===== src/sv/frustum_cull_test_unit_macros.svh =====
// assertion helpers for the frustum cull unit
`ifndef FRUSTUM_CULL_TEST_UNIT_MACROS_SVH
`define FRUSTUM_CULL_TEST_UNIT_MACROS_SVH

`ifndef SYNTHESIS

// checked on every edge once reset is released
`define FCT_ASSERT(lbl, prop, msg) \
  lbl: assert property (@(posedge clk_i) disable iff (!rst_ni) prop) else $error(msg);

// checked on every edge, reset included
`define FCT_ASSERT_ALWAYS(lbl, prop, msg) \
  lbl: assert property (@(posedge clk_i) prop) else $error(msg);

`else

`define FCT_ASSERT(lbl, prop, msg)
`define FCT_ASSERT_ALWAYS(lbl, prop, msg)

`endif

`endif


===== src/sv/fct_pkg.sv =====
package fct_pkg;

  localparam int unsigned CoordW  = 16;
  localparam int unsigned RadW    = 15;
  localparam int unsigned MarginW = 16;
  localparam int unsigned PlaneW  = 64;
  localparam int unsigned ProdW   = 2 * CoordW;
  // three products, one offset term and headroom
  localparam int unsigned DistW   = 35;
  // offset Q12.4 lifted to 18 fraction bits
  localparam int unsigned OffShift = 14;

  typedef enum logic [1:0] {
    KIND_POINT  = 2'd0,
    KIND_SPHERE = 2'd1,
    KIND_BOX    = 2'd2,
    KIND_UNUSED = 2'd3
  } kind_e;

  typedef struct packed {
    logic signed [CoordW-1:0] d;
    logic signed [CoordW-1:0] nz;
    logic signed [CoordW-1:0] ny;
    logic signed [CoordW-1:0] nx;
  } plane_t;

  typedef struct packed {
    logic [1:0]               kind;
    logic signed [CoordW-1:0] lo_x;
    logic signed [CoordW-1:0] lo_y;
    logic signed [CoordW-1:0] lo_z;
    logic signed [CoordW-1:0] hi_x;
    logic signed [CoordW-1:0] hi_y;
    logic signed [CoordW-1:0] hi_z;
    logic [RadW-1:0]          rad;
  } item_t;

  // normal times both corner triples, one plane
  typedef struct packed {
    logic signed [ProdW-1:0] lx;
    logic signed [ProdW-1:0] ly;
    logic signed [ProdW-1:0] lz;
    logic signed [ProdW-1:0] hx;
    logic signed [ProdW-1:0] hy;
    logic signed [ProdW-1:0] hz;
  } prod_t;

endpackage


===== src/sv/fct_prod.sv =====
module fct_prod (
  input  logic            clk_i,
  input  logic            load_i,
  input  fct_pkg::plane_t plane_i,
  input  fct_pkg::item_t  item_i,
  output fct_pkg::prod_t  prod_o
);
  import fct_pkg::*;

  prod_t prod_d, prod_q;

  always_comb begin
    prod_d.lx = plane_i.nx * item_i.lo_x;
    prod_d.ly = plane_i.ny * item_i.lo_y;
    prod_d.lz = plane_i.nz * item_i.lo_z;
    prod_d.hx = plane_i.nx * item_i.hi_x;
    prod_d.hy = plane_i.ny * item_i.hi_y;
    prod_d.hz = plane_i.nz * item_i.hi_z;
  end

  always_ff @(posedge clk_i) begin
    if (load_i) begin
      prod_q <= prod_d;
    end
  end

  assign prod_o = prod_q;

endmodule


===== config.mk =====
export PLATFORM = sky130hd
export DESIGN_NAME = fct_prod
export DESIGN_NICKNAME = d
export VERILOG_FILES = /design/src/sv/frustum_cull_test_unit_macros.svh /design/src/sv/fct_pkg.sv /design/src/sv/fct_prod.sv
export SDC_FILE = /design/constraint.sdc
export NUM_CORES = 2
export LEC_CHECK = 0
export BUFFER_PORTS_ARGS = -buffer_cell sky130_fd_sc_hd__buf_2
export CAP_MARGIN = 20
export CORE_MARGIN = 3
export CORE_UTILIZATION = 50
export DETAILED_ROUTE_END_ITERATION = 6
export HOLD_SLACK_MARGIN = 0.1
export PLACE_DENSITY = 0.81
export SKIP_CTS_REPAIR_TIMING = 1
export SLEW_MARGIN = 20
export SYNTH_ARGS = -nofsm -noshare
export SYNTH_HDL_FRONTEND = slang
export SYNTH_SLANG_ARGS = --single-unit

===== constraint.sdc =====
create_clock -name clk_i -period 6.9 [get_ports clk_i]
set_input_delay 0.69 -clock clk_i [delete_from_list [all_inputs] [get_ports clk_i]]
set_output_delay 0.69 -clock clk_i [all_outputs]
set_load 0.05 [all_outputs]

==> flow_metrics.py <==
metrics = {
    "status": {
        "status": "complete, no violations",
    },
    "floorplanning": {
        "die-height_um": 365.2,
        "io_pins": 371,
        "die-width_um": 365.2,
        "floorplan.initialDensity": 0.5046,
        "fp-row-count": 131,
        "coreArea_um2": 127800,
        "die_area_um2": 133400,
    },
    "routing": {
        "detail_route.wirelength_um": 154600,
        "detail_route.iter0.violations": 3007,
        "drt.antenna.violating_nets": 0,
        "routed-via-count": 46420,
        "drcViolationCount": 0,
        "first_pass_iters": 6,
        "avgRoutedWirePerCell_um": 17.56,
        "via_per_inst": 5.270,
    },
    "clocking": {
        "cts_num_sinks": 192,
        "clock-root-buffer": "sky130_fd_sc_hd__clkbuf_16",
        "cts_buffer_count": 17,
        "htree_num_levels": 4,
        "tritoncts": "done",
        "max-clock-path-buffers": 2,
        "clk_pin_slew_worst_paths_ns": 0.09,
    },
    "sta": {
        "min_period_over_period": 0.9642,
        "slew_headroom": 0.4196,
        "achievable-frequency_mhz": 150.3,
        "setup_viol": 0,
        "timing_hold_violations_final": 0,
        "rsz_0062_raised_after_global_routing": "no",
        "minimum_clock_period_after_layout_ns": 6.653,
        "drv_slew": 0,
        "worst-slew-pin-transition_ns": 0.8645,
    },
    "placed_design": {
        "buffer_ports.inserted": 337,
        "place_area_um2": 69810,
        "gpl.final_weighted_congestion": 0.9366,
        "placedCellCount": 8742,
        "dp_hpwl_um": 131400,
    },
    "setup_path": {
        "cp_data_arrival_time_ns": 6.95,
        "timing.critical_path.fanout_max": 12,
        "critical_path.startpoint_type": "input port",
        "critical-path-slowest-cell": "sky130_fd_sc_hd__fa_1",
        "worst-endpoint-required_ns": 7.20,
        "worst-setup-path-type": "in -> reg",
        "endpoint_kind": "register",
        "cp_top_family": "adder cells",
        "cpPeakStageDelay_ns": 0.55,
        "worst-path-buf-inv": 5,
        "critical_path.most_common_cell": "sky130_fd_sc_hd__fa_1",
        "path_cells": "buf_2 -> nand2_1 -> fa_1 -> fa_1 -> fa_1 -> inv_1 -> fa_1 -> fa_1 -> inv_1 -> fa_1 -> inv_1 -> ha_1 -> a21o_1 -> a211o_1 -> o211ai_1 -> a32oi_1 -> a2111oi_0 -> buf_4 -> o21bai_1 -> a21oi_1 -> xnor2_1",
    },
    "flow_run": {
        "maxCapViolCount": 0,
    },
    "cells_and_area": {
        "highest_count_cells_in_the_layout_ignoring_fill_and_taps": "sky130_fd_sc_hd__inv_1 (1734), sky130_fd_sc_hd__fa_1 (1572), sky130_fd_sc_hd__nand2_1 (765), sky130_fd_sc_hd__and2_1 (743), sky130_fd_sc_hd__ha_1 (492)",
        "final_net_count": 9342,
        "layout_commonest_cell": "sky130_fd_sc_hd__inv_1",
        "post-route-cell-area_um2": 70490,
        "layout-drive-gt1-share": 0.09772,
        "layout_area_growth_over_synthesis_pct": 9.269,
        "finalNonFillerCells": 8809,
        "largest_register_ffs": 192,
    },
    "yosys": {
        "leading_cell_types_by_total_area_after_synthesis": "sky130_fd_sc_hd__fa_1 (49%), sky130_fd_sc_hd__inv_1 (10%), sky130_fd_sc_hd__ha_1 (9.5%)",
        "synth_area_per_cell_um2": 9.641,
        "yosys.cell_types.count": 70,
        "synth_warnings": 0,
        "synth_top_area_frac": 0.4878,
        "post_synth_instance_area_um2": 64510,
        "synth_enable_flop_cells": 192,
        "synth.largest_area_cell": "sky130_fd_sc_hd__fa_1",
        "postSynthCellCount": 6691,
        "synth_ff_type": "sky130_fd_sc_hd__edfxtp_1",
        "synth_seq_cells": 192,
        "synth.net_count": 8934,
        "synth-seq-area-share": 0.08938,
        "synth-async-reset-ratio": 0,
    },
    "min_path": {
        "hold_path_end": "prod_o[64]",
        "hold_class": "in -> reg",
        "min_delay_path_depth": 2,
        "min_from": "item_i[47]",
    },
    "global_routing": {
        "grtUsageTotal": 0.2435,
        "grt_max_degree": 122,
        "globalRoute.totalOverflow": 0,
        "antenna_violations_before_repair": 40,
        "grt_pass1_vias": 50550,
        "wire_length_of_the_first_global_routing_pass_um": 256100,
    },
}
==> kinds of logic after synthesis <==
logic type	synth area share
compound gates	0.04193
buf+inv	0.1153
flops	0.08938
xor+xnor	0.02865
mux	0.0006207
fa+ha+maj	0.5833
simple gates	0.1408
==> routing by layer <==
| layer | wire length [µm] | global-route usage |
|---|---|---|
| met1 | 60570 | 0.3171 |
| met2 | 76250 | 0.4065 |
| met3 | 12170 | 0.04705 |
| met4 | 5597 | 0.08852 |
| met5 | 57 | 0 |
==> layout make-up <==
class	count	area [µm²]
Antenna cell	35	87.58
Clock buffer	17	425.4
Clock inverter	15	160.2
Fill cell	10820	57360
Inverter	1735	6513
Multi-Input combinational cell	4517	51300
Sequential cell	192	5766
Tap cell	1662	2079
Timing Repair Buffer	636	4154
==> worst max path at each step <==
stage | startpoint | end | slack, ns | cells past startpoint
floorplan | item_i[54] | prod_o[94] | 0.36 | 23
global placement | item_i[97] | prod_o[190] | -0.09 | 22
detailed placement | plane_i[43] | prod_o[30] | -0.15 | 21
CTS | plane_i[43] | prod_o[30] | 0.44 | 21
global route | plane_i[43] | prod_o[30] | 0.05 | 22
finish | plane_i[43] | prod_o[30] | 0.25 | 21
==> synthesized netlist by cell type, drive strengths merged, types with 23 or more instances <==
library cell / count
nand3: 29
o21bai: 23
and2: 743
a21oi: 128
fa: 1572
nand2: 765
a21o: 45
clkbuf: 243
nor2: 159
nor3: 27
inv: 1735
xor2: 52
edfxtp: 192
nand2b: 40
o21a: 23
xnor2: 159
o21ai: 88
ha: 492
==> metrics by stage <==
stage	util	setup TNS, ns	worst slack [ns]	hold WS, ns
floorplan	-	0	0.3624	0.8025
global placement	0.5461	-0.1762	-0.09470	1.205
detailed placement	0.5461	-0.5795	-0.1522	1.202
CTS	0.5507	0	0.4390	0.5693
global route	0.5512	0	0.05268	0.6138
finish	0.5513	0	0.2472	0.6450
Power is not shown: default switching activity piles up to over one toggle a cycle in this logic, so the estimate is an artifact.
