$ cat config.mk
export PLATFORM = sky130hd
export DESIGN_NAME = fct_judge
export DESIGN_NICKNAME = d
export VERILOG_FILES = /design/src/sv/frustum_cull_test_unit_macros.svh /design/src/sv/fct_pkg.sv /design/src/sv/fct_judge.sv
export SDC_FILE = /design/constraint.sdc
export NUM_CORES = 1
export LEC_CHECK = 0
export BUFFER_PORTS_ARGS = -buffer_cell sky130_fd_sc_hd__buf_2
export CAP_MARGIN = 40
export CORE_ASPECT_RATIO = 0.7
export CORE_UTILIZATION = 53
export DETAILED_ROUTE_END_ITERATION = 8
export MAX_ROUTING_LAYER = met4
export PLACE_DENSITY = 0.81
export REMOVE_ABC_BUFFERS = 1
export SYNTH_ARGS = -nofsm -noshare
export SYNTH_HDL_FRONTEND = slang
export SYNTH_SLANG_ARGS = --single-unit
$ cat constraint.sdc
create_clock -name vclk -period 8.7
set_clock_uncertainty 0.1 [all_clocks]
set_input_delay 0.87 -clock vclk [all_inputs]
set_output_delay 0.87 -clock vclk [all_outputs]
set_load 0.005 [all_outputs]
$ cat src/sv/frustum_cull_test_unit_macros.svh
// assertion helpers for the frustum cull unit
`ifndef FRUSTUM_CULL_TEST_UNIT_MACROS_SVH
`define FRUSTUM_CULL_TEST_UNIT_MACROS_SVH

`ifndef SYNTHESIS

// checked on every edge once reset is released
`define FCT_ASSERT(lbl, prop, msg) \
  lbl: assert property (@(posedge clk_i) disable iff (!rst_ni) prop) else $error(msg);

// checked on every edge, reset included
`define FCT_ASSERT_ALWAYS(lbl, prop, msg) \
  lbl: assert property (@(posedge clk_i) prop) else $error(msg);

`else

`define FCT_ASSERT(lbl, prop, msg)
`define FCT_ASSERT_ALWAYS(lbl, prop, msg)

`endif

`endif

$ cat src/sv/fct_pkg.sv
package fct_pkg;

  localparam int unsigned CoordW  = 16;
  localparam int unsigned RadW    = 15;
  localparam int unsigned MarginW = 16;
  localparam int unsigned PlaneW  = 64;
  localparam int unsigned ProdW   = 2 * CoordW;
  // three products, one offset term and headroom
  localparam int unsigned DistW   = 35;
  // offset Q12.4 lifted to 18 fraction bits
  localparam int unsigned OffShift = 14;

  typedef enum logic [1:0] {
    KIND_POINT  = 2'd0,
    KIND_SPHERE = 2'd1,
    KIND_BOX    = 2'd2,
    KIND_UNUSED = 2'd3
  } kind_e;

  typedef struct packed {
    logic signed [CoordW-1:0] d;
    logic signed [CoordW-1:0] nz;
    logic signed [CoordW-1:0] ny;
    logic signed [CoordW-1:0] nx;
  } plane_t;

  typedef struct packed {
    logic [1:0]               kind;
    logic signed [CoordW-1:0] lo_x;
    logic signed [CoordW-1:0] lo_y;
    logic signed [CoordW-1:0] lo_z;
    logic signed [CoordW-1:0] hi_x;
    logic signed [CoordW-1:0] hi_y;
    logic signed [CoordW-1:0] hi_z;
    logic [RadW-1:0]          rad;
  } item_t;

  // normal times both corner triples, one plane
  typedef struct packed {
    logic signed [ProdW-1:0] lx;
    logic signed [ProdW-1:0] ly;
    logic signed [ProdW-1:0] lz;
    logic signed [ProdW-1:0] hx;
    logic signed [ProdW-1:0] hy;
    logic signed [ProdW-1:0] hz;
  } prod_t;

endpackage

$ cat src/sv/fct_judge.sv
module fct_judge (
  input  fct_pkg::prod_t                  prod_i,
  input  fct_pkg::plane_t                 plane_i,
  input  logic [1:0]                      kind_i,
  input  logic [fct_pkg::RadW-1:0]        rad_i,
  input  logic [fct_pkg::MarginW-1:0]     margin_i,
  output logic                            fail_o
);
  import fct_pkg::*;

  logic signed [DistW-1:0] off_term;
  logic signed [DistW-1:0] dist_pt;
  logic signed [DistW-1:0] dist_box;
  logic signed [DistW-1:0] neg_rad;
  logic signed [DistW-1:0] margin_ext;
  logic signed [ProdW-1:0] max_x, max_y, max_z;

  always_comb begin
    off_term   = $signed({{(DistW-CoordW-OffShift){plane_i.d[CoordW-1]}},
                          plane_i.d, {OffShift{1'b0}}});
    dist_pt    = DistW'(prod_i.lx) + DistW'(prod_i.ly) + DistW'(prod_i.lz) + off_term;
    // the farthest corner along the normal picks the larger product per axis
    max_x      = (prod_i.hx > prod_i.lx) ? prod_i.hx : prod_i.lx;
    max_y      = (prod_i.hy > prod_i.ly) ? prod_i.hy : prod_i.ly;
    max_z      = (prod_i.hz > prod_i.lz) ? prod_i.hz : prod_i.lz;
    dist_box   = DistW'(max_x) + DistW'(max_y) + DistW'(max_z) + off_term;
    neg_rad    = -$signed({{(DistW-RadW-OffShift){1'b0}}, rad_i, {OffShift{1'b0}}});
    margin_ext = $signed({{(DistW-MarginW){1'b0}}, margin_i});
    case (kind_i)
      KIND_POINT:  fail_o = (dist_pt <= margin_ext);
      KIND_SPHERE: fail_o = (dist_pt <= neg_rad);
      KIND_BOX:    fail_o = (dist_box <= $signed(DistW'(0)));
      default:     fail_o = 1'b1;
    endcase
  end

endmodule

==> results of run 1 <==
## layer usage
layer	GRT usage (%)	share of wire (%)	up-vias
met1	59.0	39	8034
li1	-	-	7671
met3	8.37	13	280
met5	-	0	-
met2	69.6	42	1414
met4	18.5	5.4	0
## power by group
group	switching [W]	total [W]	internal [W]	leakage, nW
combinational	0.00244	0.00450	0.00206	9.17
clock	0	0.0000000000772	0.0000000000771	0.0000317
sequential	0	0	0	0
total	0.00244	0.00450	0.00206	9.17
## worst max-delay path by stage
stage	to	depth (start not counted)
finish	fail_o	29
floorplan	fail_o	24
CTS	fail_o	30
detailed placement	fail_o	30
global placement	fail_o	30
global route	fail_o	31
## logic make-up (layout without fill, tap and decap cells)
logic type               after synthesis  in the layout  synth area share, %
XOR/XNOR                              46             46                 3.03
AND/OR/NAND/NOR                      520            520                 21.7
adder cells (fa/ha/maj)              328            328                 36.7
buffers and inverters                253            832                 7.84
multiplexers                          22             22                 1.67
AO/OA/AOI/OAI                        542            542                 29.0
other                                  0              5                    0
## cell type report
type / count / area, sq um / share of cell area [%]
Antenna cell: 5 / 12.5 / 0.0684
Timing Repair Buffer: 669 / 4550 / 24.9
Multi-Input combinational cell: 1458 / 12700 / 69.4
Inverter: 163 / 617 / 3.37
Tap cell: 325 / 407 / 2.22
## timing repair
action,in CTS,in global routing
pin swaps,35,27
setup endpoints to repair,1,1
gates cloned,0,1
buffers inserted,4,7
resized for setup,63,30
hold buffers,0,0
## metrics by stage
| step | worst slack (ns) | area [sq um] | utilization, % | cells |
|---|---|---|---|---|
| finish | -0.364 | 18300 | 74.3 | 2620 |
| global route | -0.477 | 18300 | 74.3 | 2620 |
| CTS | -0.177 | 18000 | 73.3 | 2607 |
| detailed placement | -0.718 | 17700 | 71.8 | 2603 |
| global placement | -0.590 | 17700 | 71.8 | 2603 |
| floorplan | -2.91 | 12900 | - | 1621 |
## cell usage in the layout (no fill, tap or decap), drive strengths merged, types with 16 or more instances in the layout
| cell type | netlist | layout |
|---|---|---|
| buf | 14 | 668 |
| ha | 224 | 224 |
| inv | 163 | 163 |
| a21oi | 135 | 135 |
| fa | 104 | 104 |
| nand2 | 95 | 95 |
| nor2 | 74 | 74 |
| nand3 | 70 | 70 |
| and3 | 68 | 68 |
| o21ai | 64 | 64 |
| a21o | 52 | 52 |
| nor4 | 46 | 46 |
| a221o | 44 | 44 |
| nand4 | 42 | 42 |
| a31oi | 39 | 39 |
| and2 | 36 | 36 |
| a22oi | 31 | 31 |
| o21a | 25 | 25 |
| xor2 | 25 | 25 |
| xnor2 | 21 | 21 |
| mux2i | 21 | 21 |
| o31ai | 20 | 20 |
| o31a | 20 | 20 |
| a211oi | 18 | 18 |
| or4b | 16 | 16 |
| nor3 | 16 | 16 |
==> results.yml, run 1 <==
timing:
  slew_viol_final: 0
  setup_ws_ns: -0.364
  worst_slew_pin_slew_ns: 0.808
  finalCritPeriodShare_pct: 104
  hold_ws_ns: 2.43
  tns_ns: -0.364
  worst_slew_margin_rel_pct: 45.8
  rsz0062_at_grt: "yes"
  fmax_mhz: 110
  hold_viol: 0
  setup_viol_count_final: 1
  period_needed_ns: 9.06
floorplan:
  coreArea_sq_mm: 0.0246
  die_h_um: 135
  die_w_um: 191
  rows: 48
  io_pins: 290
  die_area_sq_mm: 0.0257
  start_util_pct: 54.0
synthesis:
  yosysUniqueCellTypes: 84
  synth_area_leader_cell: "ha_1"
  synthTopCellsByArea: "ha_1, fa_1, a21oi_1"
  syn_area_per_cell_sq_um: 7.77
  synth.most_common_cell: "ha_1"
  yosys_warnings: 0
  synth_top_area_share_pct: 21.1
  synth-seq-area-share_pct: 0
  netlist_area_sq_mm: 0.0133
  synthTopCellsByCount: "ha_1, inv_1, a21oi_1, fa_1, nand2_1"
  syn_inst: 1711
global_route:
  grt_max_degree: 68
  grt_pass1_wl_um: 88800
  grt_pass1_vias: 16608
  antenna_found_initial: 5
  globalRouteTotalUtil_pct: 45.4
  overflow: 0
critical_path:
  cp-start-kind: "primary input"
  cp_slowest_cell: "fa_1"
  critPathMaxFanout: 6
  startpoint: "prod_i[188]"
  critPathBufInv: 5
  critPathKind: "primary input to primary output"
  endpoint_kind: "primary output"
  path_delay_family: "simple AND/OR/NAND/NOR gates"
  arrival_ns: 8.09
  required_ns: 7.73
  max_stage_delay_ns: 0.57
final_layout:
  clkbuf_count: 0
  nFillCells: 1896
  seqCellArea_sq_um: 0
  area_growth_pct: 37.6
  seq_cell_count: 0
  finalNetCount: 2909
  drive_above_1_share_pct: 34.8
placement:
  routabilityCongestion: 1.06
  portBuffers: 242
  dp_hpwl_um: 48600
power_and_ir_drop:
  p_total_w: 0.00450
  peakVddDrop_uv: 155
  leakage_nw: 9.17
  power_density_mw_per_mm2: 246
detailed_routing:
  drt_iter0_markers: 2790
  dr.pass1.iters: 7
  final_antenna_net_count: 0
  wl_per_cell_um: 22.5
  route.detailed.drc: 0
  via_count: 17399
  routed_wl_um: 59000
  vias_per_cell: 6.64
hold_path:
  hold_end: "fail_o"
  holdPathStages: 6
  hold_path.class: "primary input to primary output"
  hold_start: "kind_i[1]"
run_status:
  status: "complete, but fails checks"
  violations: "setup timing"
run:
  max_cap_viol_count: 0
Power figures use the tool's default switching activity.
==> run 2: changes to the inputs <==
PLACE_DENSITY = 0.88   (was 0.81)
==> run 2 against run 1 <==
The flow still finishes with violations (setup timing). Fmax decreased by 1.4%. Critical path depth decreased by 1. Wire length increased by 5.0%. First-iteration DRC count decreased by 21%. Global-route usage increased by 2.5 points. Non-clock buffer count increased by 27. Hold slack improved by 0.016 ns. Critical path type unchanged. Critical endpoint unchanged. Highest routed layer unchanged.
==> results.yml, run 2 (synthesized netlist as in run 1, its figures left out) <==
critical_path:
  cp-start-kind: "primary input"
  required_ns: 7.73
  endpoint_kind: "primary output"
  critPathMaxFanout: 25
  critPathKind: "primary input to primary output"
  arrival_ns: 8.22
timing:
  period_needed_ns: 9.19
  hold_ws_ns: 2.44
  finalCritPeriodShare_pct: 106
  slew_viol_final: 0
  worst_slew_margin_rel_pct: 41.2
  fmax_mhz: 109
  rsz0062_at_grt: "yes"
  setup_viol_count_final: 1
  worst_slew_pin_slew_ns: 0.876
  setup_ws_ns: -0.492
  hold_viol: 0
final_layout:
  seqCellArea_sq_um: 0
  final_cell_count_no_fill: 2647
  drive_above_1_share_pct: 35.4
  layout.cells.most_common_list: "buf_4, buf_2, ha_1"
  design_area_sq_mm: 0.0185
  clkbuf_count: 0
  seq_cell_count: 0
  area_growth_pct: 39.2
  finalNetCount: 2936
  final_common_cell: "buf_4"
power_and_ir_drop:
  combPwrFrac_pct: 100.0
  p_int_w: 0.00213
  leakage_nw: 9.31
  p_seq_share_pct: 0
  peakVddDrop_uv: 395
  clockPowerShare_pct: 0
  p_sw_w: 0.00255
  sw_frac_of_total_pct: 54.5
  power_density_mw_per_mm2: 252
placement:
  place_inst: 2626
  dp_hpwl_um: 50300
  portBuffers: 242
  placed_area_sq_mm: 0.0179
  routabilityCongestion: 1.07
global_route:
  grt_pass1_wl_um: 92500
  grt_use_met3_pct: 8.65
  grt_pass1_vias: 16595
  antenna_found_initial: 4
  globalRouteTotalUtil_pct: 47.9
  top_usage_layer: "met2"
  met2_usage_pct: 70.2
  grt_max_degree: 68
  grt_use_met1_pct: 65.0
  overflow: 0
floorplan:
  rows: 48
  coreArea_sq_mm: 0.0246
  start_util_pct: 54.0
  io_pins: 290
  die_w_um: 191
  die_area_sq_mm: 0.0257
  die_h_um: 135
detailed_routing:
  via_count: 17759
  final_antenna_net_count: 0
  route.detailed.drc: 0
  drt_iter0_markers: 2202
  wl_per_cell_um: 23.4
  vias_per_cell: 6.71
  dr.pass1.iters: 8
  routed_wl_um: 61900
run_status:
  status: "complete, but fails checks"
  violations: "setup timing"
hold_path:
  hold_path.class: "primary input to primary output"
  holdPathStages: 5
run:
  max_cap_viol_count: 0
clock_tree:
  holdBufCountCts: 0
==> run 2: changes by cell type in the layout (fill, tap and decap cells not counted), sizes merged <==
cell | previous run | this run
clkbuf | 1 | 0
buf | 668 | 695
bufbuf | 0 | 1
==> run 2: layer usage <==
layer	vias up	part of all wire, %
met5	-	0
met4	0	5.5
met3	297	13
met2	1429	41
met1	8308	40
li1	7725	-
==> run 2: worst max-delay path: stages <==
cell and delay [ns]:
buf_2 0.11, inv_1 0.05, ha_1 0.33, a21o_1 0.20, a21o_1 0.17, a21o_1 0.17, a21o_1 0.19, a21oi_1 0.23
nor2_1 0.15, nor4_2 0.38, buf_4 0.21, a21oi_4 0.08, buf_8 0.19, and2_0 0.17, a221o_1 0.30, fa_2 0.66
fa_1 0.51, ha_4 0.34, and2b_2 0.23, a2111o_1 0.39, nor4_2 0.24, nand4_1 0.10, or4_1 0.41, or4_4 0.52
a2111oi_4 0.44, a31oi_4 0.19, a211oi_2 0.20, buf_2 0.15
==> run 2: path summary, 6_finish.rpt <==
| path | start | to |
|---|---|---|
| setup / recovery | prod_i[185] | fail_o |
| hold / removal | kind_i[0] | fail_o |
==> run 2: final cells by class <==
class,count,area (sq um)
tap,325,407
multi-input combinational,1458,12700
timing repair buffer,696,4800
inverter,163,619
fill,1808,6110
antenna,5,12.5
==> run 2: what timing repair did <==
| item | in CTS | in global routing |
|---|---|---|
| gates resized for setup | 81 | 20 |
| hold endpoints to repair | 0 | 0 |
| gates cloned | 1 | 0 |
| endpoints found under the setup margin | 1 | 1 |
| pin swaps | 46 | 23 |
| buffers inserted | 13 | 2 |
==> run 2: power by group through the flow <==
stage | logic, W | clock network [W] | registers (W)
2_1_floorplan | 0.00243 | 0 | 0
4_1_cts | 0.00446 | 0 | 0
6_report | 0.00467 | 0.0000000000772 | 0
3_5_place_dp | 0.00431 | 0 | 0
5_1_grt | 0.00501 | 0.0000000000616 | 0
3_3_place_gp | 0.00424 | 0 | 0
==> run 2: metrics by stage <==
step                utilization (%)  setup TNS [ns]  power, W  worst slack (ns)
detailed placement             72.5          -0.837   0.00431            -0.837
global route                   75.2          -0.614   0.00501            -0.614
CTS                            74.7          -0.212   0.00446            -0.212
global placement               72.5          -0.786   0.00424            -0.786
floorplan                         -           -2.91   0.00243             -2.91
finish                         75.2          -0.492   0.00467            -0.492
==> run 3: changes to the inputs <==
BUFFER_PORTS_ARGS = default   (was -buffer_cell sky130_fd_sc_hd__buf_2)
CORE_UTILIZATION = 60   (was 53)
DONT_BUFFER_PORTS = 1   (was default)
PLACE_DENSITY = 0.83   (was 0.88)
clock period = 11.2 ns   (was 8.7 ns; I/O delays follow)
==> run 3 against run 2 <==
The flow finishes with violations (DRC). First-iteration DRC count shrank 30%. Critical path depth shrank 2. Via count is 20% lower. Critical path type unchanged. Critical endpoint unchanged. Largest cell class unchanged.
==> results.yml, run 3 (synthesized netlist as in run 1, its figures left out) <==
detailed_routing:
  wl_per_cell_um: 25.8
  route.detailed.drc: 20
  final_antenna_net_count: 0
  routed_wl_um: 49900
  vias_per_cell: 7.38
  via_count: 14276
  dr.pass1.iters: 9
  drt_iter0_markers: 1552
clock_tree:
  post_cts_resized: 0
  holdBufCountCts: 0
  cts_setup_buffers: 0
timing:
  setup_ws_ns: 0.893
  fmax_mhz: 97.0
  hold_ws_ns: 2.60
  setup_viol_count_final: 0
  rsz0062_at_grt: "no"
  finalCritPeriodShare_pct: 92.0
  worst_slew_pin_slew_ns: 0.937
  worst_slew_margin_rel_pct: 36.9
  hold_viol: 0
  period_needed_ns: 10.31
  tns_ns: 0
  slew_viol_final: 0
global_route:
  grt_pass1_vias: 13284
  overflow: 0
  met2_usage_pct: 65.5
  grt_use_met1_pct: 56.7
  grt_max_degree: 95
  top_usage_layer: "met2"
  grt_use_met3_pct: 13.5
  antenna_found_initial: 1
  grt_pass1_wl_um: 75800
  globalRouteTotalUtil_pct: 43.9
final_layout:
  drive_above_1_share_pct: 6.12
  clkbuf_count: 0
  layout.cells.most_common_list: "ha_1, inv_1, a21oi_1"
  final_common_cell: "ha_1"
  nFillCells: 1937
  finalNetCount: 2270
  area_growth_pct: 1.78
  seq_cell_count: 0
  seqCellArea_sq_um: 0
  fin_util_pct: 62.3
critical_path:
  startpoint: "prod_i[97]"
  critPathMaxFanout: 17
  critPathBufInv: 1
  cp_slowest_cell: "or3_1"
  required_ns: 9.98
  path_delay_family: "compound AO/OA/AOI/OAI gates"
  cp-start-kind: "primary input"
  critPathKind: "primary input to primary output"
  max_stage_delay_ns: 0.82
  endpoint_kind: "primary output"
  arrival_ns: 9.09
power_and_ir_drop:
  clockPowerShare_pct: 0
  p_int_w: 0.00104
  p_sw_w: 0.00162
  p_total_w: 0.00266
  p_seq_share_pct: 0
  sw_frac_of_total_pct: 61.0
  peakVddDrop_uv: 105
  leakage_nw: 6.25
  combPwrFrac_pct: 100.0
  power_density_mw_per_mm2: 196
floorplan:
  coreArea_sq_mm: 0.0217
  io_pins: 290
  die_w_um: 180
  rows: 45
  start_util_pct: 61.2
  die_area_sq_mm: 0.0228
  die_h_um: 127
placement:
  place_ws_ns: 1.11
  portBuffers: 0
  routabilityCongestion: 1.05
  dp_hpwl_um: 41600
run:
  max_cap_viol_count: 0
run_status:
  status: "complete, but fails checks"
  violations: "DRC"
hold_path:
  hold_start: "kind_i[1]"
  hold_path.class: "primary input to primary output"
[run 3: cell count changes in the layout (fill, tap and decap cells not counted), sizes merged]
cell / change
buf: -665
diode: -4
bufbuf: -1
[run 3: cell type report]
cell class                 count  area (sq um)  share of cell area [%]
multi-input combinational   1458         12300                    91.0
inverter                     163           612                    4.52
antenna                        1          2.50                  0.0185
timing repair buffer          30           254                    1.88
tap                          282           353                    2.61
[run 3: final timing paths]
check	depth (start not counted)	end	slack, ns
max	26	fail_o	0.89
min	3	fail_o	2.60
[run 3: per-stage QoR]
| step | instance area, sq um | std cells |
|---|---|---|
| after floorplan | 12900 | 1621 |
| after global placement | 13500 | 1931 |
| after detailed placement | 13500 | 1933 |
| after CTS | 13500 | 1933 |
| after global routing | 13500 | 1934 |
| final | 13500 | 1934 |
[run 3: layer usage]
| layer | vias to the layer above | wire (um) |
|---|---|---|
| li1 | 6383 | - |
| met1 | 6736 | 19700 |
| met2 | 1024 | 20600 |
| met3 | 133 | 7730 |
| met4 | 0 | 1920 |
| met5 | - | 0 |
[run 3: power by group through the flow]
stage                     clock network [W]  registers [W]  logic, W
after floorplan                           0              0   0.00188
after global placement                    0              0   0.00251
after detailed placement                  0              0   0.00255
after CTS                                 0              0   0.00257
after global routing        0.0000000000119              0   0.00289
final                       0.0000000000120              0   0.00266
